[src/sv/tpe_pkg.sv]
// ----------------------------------------------------------------------------
// tpe_pkg
// Shared types, constants and table functions for the tilt position estimator.
// ----------------------------------------------------------------------------
package tpe_pkg;

  localparam int MOTOR_STEP_MULT  = 23;
  localparam int TABLE_LAST_INDEX = 90;
  localparam int ANGLE_W          = 16;
  localparam int IDX_W            = 7;
  localparam int TAB_W            = 10;
  localparam int POS_W            = 18;
  localparam int SETUP_W          = 24;
  localparam int STEP_W           = 16;
  localparam int STEP23_W         = 21;
  localparam int PROD_W           = 39;
  localparam int TIME_W           = 31;
  localparam int NUM_W            = 49;
  localparam int QUO_W            = 18;
  localparam int DIV_CNT_W        = 5;
  localparam int SRCH_CNT_W       = 3;
  localparam int CFG_DATA_W       = 31;
  localparam int CFG_IDX_W        = 3;

  localparam logic [ANGLE_W-1:0] ANGLE_MAX = ANGLE_W'(TABLE_LAST_INDEX * 256);
  localparam logic [POS_W-1:0]   POS_MAX   = POS_W'(907 * 256);
  localparam logic [DIV_CNT_W-1:0] DIV_LAST = DIV_CNT_W'(QUO_W - 1);

  // Configuration register indexes
  typedef enum logic [CFG_IDX_W-1:0] {
    CFG_UP_SETUP   = 3'd0,
    CFG_DOWN_SETUP = 3'd1,
    CFG_UP_STEP    = 3'd2,
    CFG_DOWN_STEP  = 3'd3,
    CFG_MAX_TRANS  = 3'd4,
    CFG_MAX_CAL    = 3'd5
  } cfg_idx_t;

  typedef enum logic [3:0] {
    ST_IDLE, ST_POS, ST_MUL, ST_TRANS, ST_CHK, ST_NUM, ST_DINIT, ST_DIV,
    ST_TGT, ST_SINIT, ST_SRCH, ST_D2INIT, ST_DIV2, ST_ANG, ST_OUT
  } state_t;

  typedef struct packed {
    logic load_in;
    logic calc_pos;
    logic calc_prod;
    logic calc_transit;
    logic check;
    logic calc_num;
    logic div_init;
    logic div_sel;     // 0: motion ratio, 1: angle fraction
    logic div_step;
    logic calc_tgt;
    logic srch_init;
    logic srch_step;
    logic calc_ang;
    logic load_out;
  } cmd_t;

  typedef struct packed {
    logic decided;
    logic div_last;
    logic srch_last;
  } status_t;

  typedef struct packed {
    logic [SETUP_W-1:0] up_setup;
    logic [SETUP_W-1:0] down_setup;
    logic [STEP_W-1:0]  up_step;
    logic [STEP_W-1:0]  down_step;
    logic [TIME_W-1:0]  max_trans;
    logic [TIME_W-1:0]  max_cal;
  } cfg_t;

  // Angle-to-step ROM, one entry per degree
  function automatic logic [TAB_W-1:0] step_tab(input logic [IDX_W-1:0] idx);
    logic [TAB_W-1:0] v;
    case (idx)
      7'd0: v = 10'd0;     7'd1: v = 10'd7;     7'd2: v = 10'd14;    7'd3: v = 10'd21;
      7'd4: v = 10'd28;    7'd5: v = 10'd35;    7'd6: v = 10'd42;    7'd7: v = 10'd49;
      7'd8: v = 10'd56;    7'd9: v = 10'd64;    7'd10: v = 10'd71;   7'd11: v = 10'd78;
      7'd12: v = 10'd86;   7'd13: v = 10'd93;   7'd14: v = 10'd101;  7'd15: v = 10'd109;
      7'd16: v = 10'd116;  7'd17: v = 10'd125;  7'd18: v = 10'd134;  7'd19: v = 10'd141;
      7'd20: v = 10'd150;  7'd21: v = 10'd156;  7'd22: v = 10'd165;  7'd23: v = 10'd174;
      7'd24: v = 10'd183;  7'd25: v = 10'd192;  7'd26: v = 10'd201;  7'd27: v = 10'd210;
      7'd28: v = 10'd218;  7'd29: v = 10'd229;  7'd30: v = 10'd239;  7'd31: v = 10'd248;
      7'd32: v = 10'd254;  7'd33: v = 10'd267;  7'd34: v = 10'd277;  7'd35: v = 10'd287;
      7'd36: v = 10'd296;  7'd37: v = 10'd306;  7'd38: v = 10'd316;  7'd39: v = 10'd326;
      7'd40: v = 10'd336;  7'd41: v = 10'd344;  7'd42: v = 10'd356;  7'd43: v = 10'd367;
      7'd44: v = 10'd377;  7'd45: v = 10'd388;  7'd46: v = 10'd398;  7'd47: v = 10'd409;
      7'd48: v = 10'd417;  7'd49: v = 10'd431;  7'd50: v = 10'd440;  7'd51: v = 10'd453;
      7'd52: v = 10'd463;  7'd53: v = 10'd474;  7'd54: v = 10'd487;  7'd55: v = 10'd498;
      7'd56: v = 10'd509;  7'd57: v = 10'd519;  7'd58: v = 10'd531;  7'd59: v = 10'd541;
      7'd60: v = 10'd554;  7'd61: v = 10'd565;  7'd62: v = 10'd576;  7'd63: v = 10'd588;
      7'd64: v = 10'd599;  7'd65: v = 10'd612;  7'd66: v = 10'd622;  7'd67: v = 10'd635;
      7'd68: v = 10'd647;  7'd69: v = 10'd658;  7'd70: v = 10'd670;  7'd71: v = 10'd681;
      7'd72: v = 10'd694;  7'd73: v = 10'd706;  7'd74: v = 10'd719;  7'd75: v = 10'd730;
      7'd76: v = 10'd743;  7'd77: v = 10'd754;  7'd78: v = 10'd766;  7'd79: v = 10'd779;
      7'd80: v = 10'd791;  7'd81: v = 10'd801;  7'd82: v = 10'd812;  7'd83: v = 10'd825;
      7'd84: v = 10'd838;  7'd85: v = 10'd850;  7'd86: v = 10'd860;  7'd87: v = 10'd873;
      7'd88: v = 10'd884;  7'd89: v = 10'd896;  7'd90: v = 10'd907;
      default: v = 10'd0;
    endcase
    return v;
  endfunction

  // Table position of an angle (at most 90 degrees), in 1/256 table units
  function automatic logic [POS_W-1:0] angle_pos(input logic [ANGLE_W-1:0] a);
    logic [IDX_W-1:0] i;
    logic [TAB_W-1:0] lo;
    logic [TAB_W-1:0] hi;
    logic [POS_W-1:0] res;
    i  = a[14:8];
    lo = step_tab(i);
    hi = step_tab(i + 7'd1);
    if (a[15:8] >= 8'(TABLE_LAST_INDEX)) begin
      res = POS_MAX;
    end else begin
      res = {lo, 8'd0} + POS_W'(hi - lo) * POS_W'(a[7:0]);
    end
    return res;
  endfunction

endpackage

[src/sv/tpe_ctrl.sv]
// ----------------------------------------------------------------------------
// tpe_ctrl
// Sequencer for one estimate: classify, transit time, ratio division, table
// search, fraction division, then hand the result to the output register.
// ----------------------------------------------------------------------------
module tpe_ctrl (
  input  logic               clk,
  input  logic               rst_n,
  input  logic               in_valid,
  output logic               in_ready,
  output logic               out_valid,
  input  logic               out_ready,
  input  tpe_pkg::status_t   status,
  output tpe_pkg::cmd_t      cmd
);

  tpe_pkg::state_t state_r, state_nxt;
  logic            out_valid_r, out_valid_nxt;

  // Next state
  always_comb begin
    state_nxt = state_r;
    unique case (state_r)
      tpe_pkg::ST_IDLE:   if (in_valid) state_nxt = tpe_pkg::ST_POS;
      tpe_pkg::ST_POS:    state_nxt = status.decided ? tpe_pkg::ST_OUT : tpe_pkg::ST_MUL;
      tpe_pkg::ST_MUL:    state_nxt = tpe_pkg::ST_TRANS;
      tpe_pkg::ST_TRANS:  state_nxt = tpe_pkg::ST_CHK;
      tpe_pkg::ST_CHK:    state_nxt = tpe_pkg::ST_NUM;
      tpe_pkg::ST_NUM:    state_nxt = status.decided ? tpe_pkg::ST_OUT : tpe_pkg::ST_DINIT;
      tpe_pkg::ST_DINIT:  state_nxt = tpe_pkg::ST_DIV;
      tpe_pkg::ST_DIV:    if (status.div_last) state_nxt = tpe_pkg::ST_TGT;
      tpe_pkg::ST_TGT:    state_nxt = tpe_pkg::ST_SINIT;
      tpe_pkg::ST_SINIT:  state_nxt = status.decided ? tpe_pkg::ST_OUT : tpe_pkg::ST_SRCH;
      tpe_pkg::ST_SRCH:   if (status.srch_last) state_nxt = tpe_pkg::ST_D2INIT;
      tpe_pkg::ST_D2INIT: state_nxt = tpe_pkg::ST_DIV2;
      tpe_pkg::ST_DIV2:   if (status.div_last) state_nxt = tpe_pkg::ST_ANG;
      tpe_pkg::ST_ANG:    state_nxt = tpe_pkg::ST_OUT;
      tpe_pkg::ST_OUT:    if (!out_valid_r || out_ready) state_nxt = tpe_pkg::ST_IDLE;
      default:            state_nxt = tpe_pkg::ST_IDLE;
    endcase
  end

  // Outputs
  always_comb begin
    cmd = '0;
    unique case (state_r)
      tpe_pkg::ST_IDLE:   cmd.load_in      = in_valid;
      tpe_pkg::ST_POS:    cmd.calc_pos     = 1'b1;
      tpe_pkg::ST_MUL:    cmd.calc_prod    = 1'b1;
      tpe_pkg::ST_TRANS:  cmd.calc_transit = 1'b1;
      tpe_pkg::ST_CHK:    cmd.check        = 1'b1;
      tpe_pkg::ST_NUM:    cmd.calc_num     = 1'b1;
      tpe_pkg::ST_DINIT:  cmd.div_init     = 1'b1;
      tpe_pkg::ST_DIV:    cmd.div_step     = 1'b1;
      tpe_pkg::ST_TGT:    cmd.calc_tgt     = 1'b1;
      tpe_pkg::ST_SINIT:  cmd.srch_init    = 1'b1;
      tpe_pkg::ST_SRCH:   cmd.srch_step    = 1'b1;
      tpe_pkg::ST_D2INIT: begin
        cmd.div_init = 1'b1;
        cmd.div_sel  = 1'b1;
      end
      tpe_pkg::ST_DIV2:   cmd.div_step     = 1'b1;
      tpe_pkg::ST_ANG:    cmd.calc_ang     = 1'b1;
      tpe_pkg::ST_OUT:    cmd.load_out     = !out_valid_r || out_ready;
      default:            cmd = '0;
    endcase
  end

  // Hold the result valid until the downstream transaction completes
  always_comb begin
    out_valid_nxt = out_valid_r;
    if (out_ready) out_valid_nxt = 1'b0;
    if (cmd.load_out) out_valid_nxt = 1'b1;
  end

  always_ff @(posedge clk) begin
    if (!rst_n) begin
      state_r     <= tpe_pkg::ST_IDLE;
      out_valid_r <= 1'b0;
    end else begin
      state_r     <= state_nxt;
      out_valid_r <= out_valid_nxt;
    end
  end

  assign in_ready  = (state_r == tpe_pkg::ST_IDLE);
  assign out_valid = out_valid_r;

endmodule

[config.mk]
export PLATFORM = sky130hd
export DESIGN_NAME = tpe_ctrl
export DESIGN_NICKNAME = d
export VERILOG_FILES = /design/src/sv/tpe_pkg.sv /design/src/sv/tpe_ctrl.sv
export SDC_FILE = /design/constraint.sdc
export NUM_CORES = 1
export LEC_CHECK = 0
export ABC_AREA = 1
export BUFFER_PORTS_ARGS = -buffer_cell sky130_fd_sc_hd__buf_4
export CAP_MARGIN = 20
export CORE_ASPECT_RATIO = 0.9
export CORE_MARGIN = 5
export CORE_UTILIZATION = 30
export CTS_BUF_LIST = sky130_fd_sc_hd__clkbuf_4 sky130_fd_sc_hd__clkbuf_8 sky130_fd_sc_hd__clkbuf_16
export DETAILED_ROUTE_END_ITERATION = 12
export PLACE_DENSITY = 0.53
export SKIP_LAST_GASP = 1
export SYNTH_ARGS = -nofsm -noshare
export SYNTH_HDL_FRONTEND = slang
export SYNTH_SLANG_ARGS = --single-unit
[constraint.sdc]
create_clock -name clk -period 1.1 [get_ports clk]
set_input_delay 0.22 -clock clk [delete_from_list [all_inputs] [get_ports clk]]
set_output_delay 0.22 -clock clk [all_outputs]
set_load 0.1 [all_outputs]
# Word-level counts from Yosys, hierarchy flattened
# Cells that the tools add are included.
[classes]
eq_ne = 19
muxes = 25
reduce_logical = 7
[ops]
columns = ["cell", "n"]
rows = [
  ["4-bit one-hot mux with 15 select lines", 1],
  ["4-bit == test (second input constant)", 7],
  ["4-bit two-way mux", 7],
  ["4-bit by 3-bit == test with 1-bit output (second input constant)", 4],
  ["1-bit two-way mux", 16],
  ["2-bit != test (second input constant)", 5],
  ["4-bit by 2-bit == test with 1-bit output (second input constant)", 2],
  ["5-bit AND reduction", 1],
  ["4-bit by 1-bit == test with 1-bit output (second input constant)", 1],
  ["4-bit logical NOT", 1],
  ["2-bit OR reduction", 2],
  ["3-bit two-way mux", 1],
  ["2-bit nonzero test", 1],
  ["1-bit logical NOT", 1],
  ["1-bit logical OR", 1],
]
[totals]
reg_bits = 5
out_inout_bits = 16
wordCells = 53

# Longest topological paths before layout
[logic_depth]
depth_word = 4
depth_mapped = 10

# Least setup slack after synthesis
# No wires, ideal clock.
[synth_timing]
path_type = "reg-to-output"
start = "reg state_r[1]"
end = "out cmd[13] (netlist name)"
arrival_time_ns = 2.683
t_required_ns = 0.880
path_slack_ns = -1.803
path_stages_with_launch = 5
n_path_buf = 1
cell_sequence = "dfxtp_1 buf_6 nor2_2 inv_1 nor3_1"
[synth_rtl]
columns = ["element", "line_no", "source"]
rows = [
  ["from (decl)", "tpe_ctrl.sv:17", "tpe_pkg::state_t state_r, state_nxt;"],
  ["from (signal assigned)", "tpe_ctrl.sv:78", "state_r <= tpe_pkg::ST_IDLE;"],
  ["from (signal assigned)", "tpe_ctrl.sv:81", "state_r <= state_nxt;"],
  ["to (decl)", "tpe_ctrl.sv:14", "output tpe_pkg::cmd_t cmd"],
]

==> summary.txt <==
Routing
  • # DRC: 0
  • Routed len/inst: 13.0 µm
  • Final WL: 2340 µm
  • Initial DRT Pass Iterations: 4
  • Vias per inst: 4.66
  • Antenna Nets Post-Route: 0
  • DRT iter0 DRCs: 12
  • Vias: 835

Layout
  • Nets@finish: 162
  • Utilization after layout: 0.771
  • Area grow syn2layout: 144%
  • Antenna diode count: 0
  • Non-Filler Instances: 179
  • Commonest non-fill, non-tap cell in the layout: buf_4
  • Commonest non-fill, non-tap cells in the layout: buf_4 (27), nand2_1 (16), buf_12 (16)
  • Fraction of layout cells with a size suffix above 1: 0.760

Setup path
  • CP arrival: 1310 ps
  • Worst Path Max Fanout: 5
  • CP required: 880 ps
  • Startpoint Class: flop
  • Critical Path End Type: primary output
  • Crit Path Class: reg -> out

Die
  • Die area: 3010 µm²
  • Initial Util: 0.316
  • Die height: 52.6 µm
  • # IOs: 23
  • Std-Cell Rows: 15
  • Die width: 57.3 µm
  • Core Area: 1910 µm²

Synth
  • Avg Cell Area, Syn: 5.92 µm²
  • Distinct cells, synth: 22
  • Register bit count reported by yosys: 5
  • Sequential-to-total area share from yosys stat: 0.166
  • Synth Warn #: 0
  • Mapped Cells: 102
  • Mapped cell area: 604 µm²
  • Synthesized net count: 109

Clock tree
  • CTS tree: built
  • CTS Buf Count: 3
  • Post-CTS Hold Fix Bufs: 0
  • Clk sink count: 5
  • Clock-pin slew on the worst setup and hold paths: 40 ps
  • # H-tree levels: 1
  • Deepest clock path buffer count: 2
  • Clock Latency Late Sink: 240 ps
  • Root Buffer: clkbuf_4

Placement
  • # port buffers: 22
  • Gpl congestion: 0.850
  • Placed cells: 163
  • Dpl hpwl: 1600 µm

Power
  • VDD IR max: 0.00215 V
  • PD cells: 2800 nW/µm²
  • Total chip power: 4140 µW
  • Leak pwr: 0.000689 µW

Global route
  • Antenna violations before repair: 0
  • First-pass GRT wire length: 3850 µm
  • Met3 capacity usage during global routing: 0.0320
  • Most used routing layer: met2
  • Vias in the first global route: 881
  • GRT overflow: 0
  • Maximum number of pins on one net before global-route repair: 7
  • Met2 Track Usage GR: 0.308
  • M1 GR Usage: 0.200
  • Total GRT Usage: 0.165

Status
  • Violated checks: negative setup slack
  • Status: finished, violations left

STA
  • RSZ-0062 raised after global routing: yes
  • F_max: 0.652 GHz
  • Endpoints failing hold: 0
  • Crit share post-route: 1.39
  • Fin worst setup slack: -433 ps
  • Final setup violation count: 19
  • Worst slew pin tran: 259 ps
  • Clk_skew: 0.332 ps
  • Max-slew violations: 0
  • Period minus WS final: 1530 ps
  • Max-slew headroom: 0.827

Job
  • MaxCap Viol Count: 0

Worst hold path
  • Hold Crit Class: in -> reg
[registers in the layout, indices dropped and copies added, names as in the netlist]
register,cells
state_r,4
out_valid,1
[layout make-up]
cell class / instances / area, µm²
Fill cell: 131 / 438
Tap cell: 25 / 31.3
Multi-Input combinational cell: 72 / 562
Sequential cell: 5 / 119
Inverter: 21 / 110
Timing Repair Buffer: 52 / 624
Clock buffer: 4 / 30.0
[cell usage after synthesis]
master	number	share of area
o21ai_0	4	0.033
nor3_1	1	0.0083
inv_1	12	0.075
nand3_1	8	0.066
nand2_1	23	0.14
a21oi_2	1	0.014
nand2_4	3	0.056
clkinv_1	1	0.0062
nor4_2	1	0.021
nand2_2	5	0.052
a21oi_1	3	0.025
inv_2	7	0.043
a31oi_1	1	0.010
dfxtp_1	5	0.17
buf_6	3	0.056
nand3_2	1	0.017
nor2_1	13	0.081
inv_4	1	0.010
nor2_4	3	0.056
o21ai_1	1	0.0083
buf_4	1	0.012
nor2_2	4	0.041
[worst max-delay path, stage by stage, from the launching register on]
cell,delay [ps]
dfxtp_4,360
buf_6,130
nor2_4,130
inv_4,80
nor3_4,160
buf_12,200
[routing by layer]
layer | wire, µm | vias to the layer above
met5 | 0 | -
met4 | 0 | 0
met3 | 84 | 0
met2 | 1240 | 19
met1 | 1020 | 400
li1 | - | 416
[worst paths after layout]
check	depth (start not counted)	start	slack [ps]	to
worst max register to register	10	state_r[3]$_SDFFE_PN0P_	-370	state_r[1]$_SDFFE_PN0P_
worst min register to register	2	state_r[3]$_SDFFE_PN0P_	550	state_r[3]$_SDFFE_PN0P_
worst min-delay path	4	status[1]	290	state_r[0]$_SDFFE_PN0P_
worst max-delay path	5	state_r[1]$_SDFFE_PN0P_	-430	cmd[13]
[power breakdown]
group          leakage, µW  switching, µW  internal (µW)
clock network    0.0000184           78.3            162
logic             0.000626           2140           1350
registers        0.0000445            139            270
total             0.000689           2360           1780
[timing repair]
action / 4_1_cts / 5_1_grt
cloned: 0 / 0
pin swaps: 11 / 7
setup endpoints to repair: 19 / 20
resized for setup: 68 / 7
buffers inserted: 7 / 5
[stage by stage]
stage	hold slack (ps)	setup TNS, ps	cell area (µm²)	worst slack (ps)
final	294	-6880	1480	-433
after CTS	275	-6790	1420	-432
after detailed placement	530	-5070	1070	-363
after global routing	315	-7930	1480	-497
after global placement	531	-4780	1070	-341
after floorplan	399	-5230	757	-571
[cells by family (layout without fill, tap and decap cells)]
family	count (synthesis)	in the layout	share of synthesized area
flops	5	5	0.166
compound gates	10	10	0.0911
simple gates	62	62	0.540
buf+inv	25	77	0.203
No activity file was read; power rests on OpenSTA's default activity.
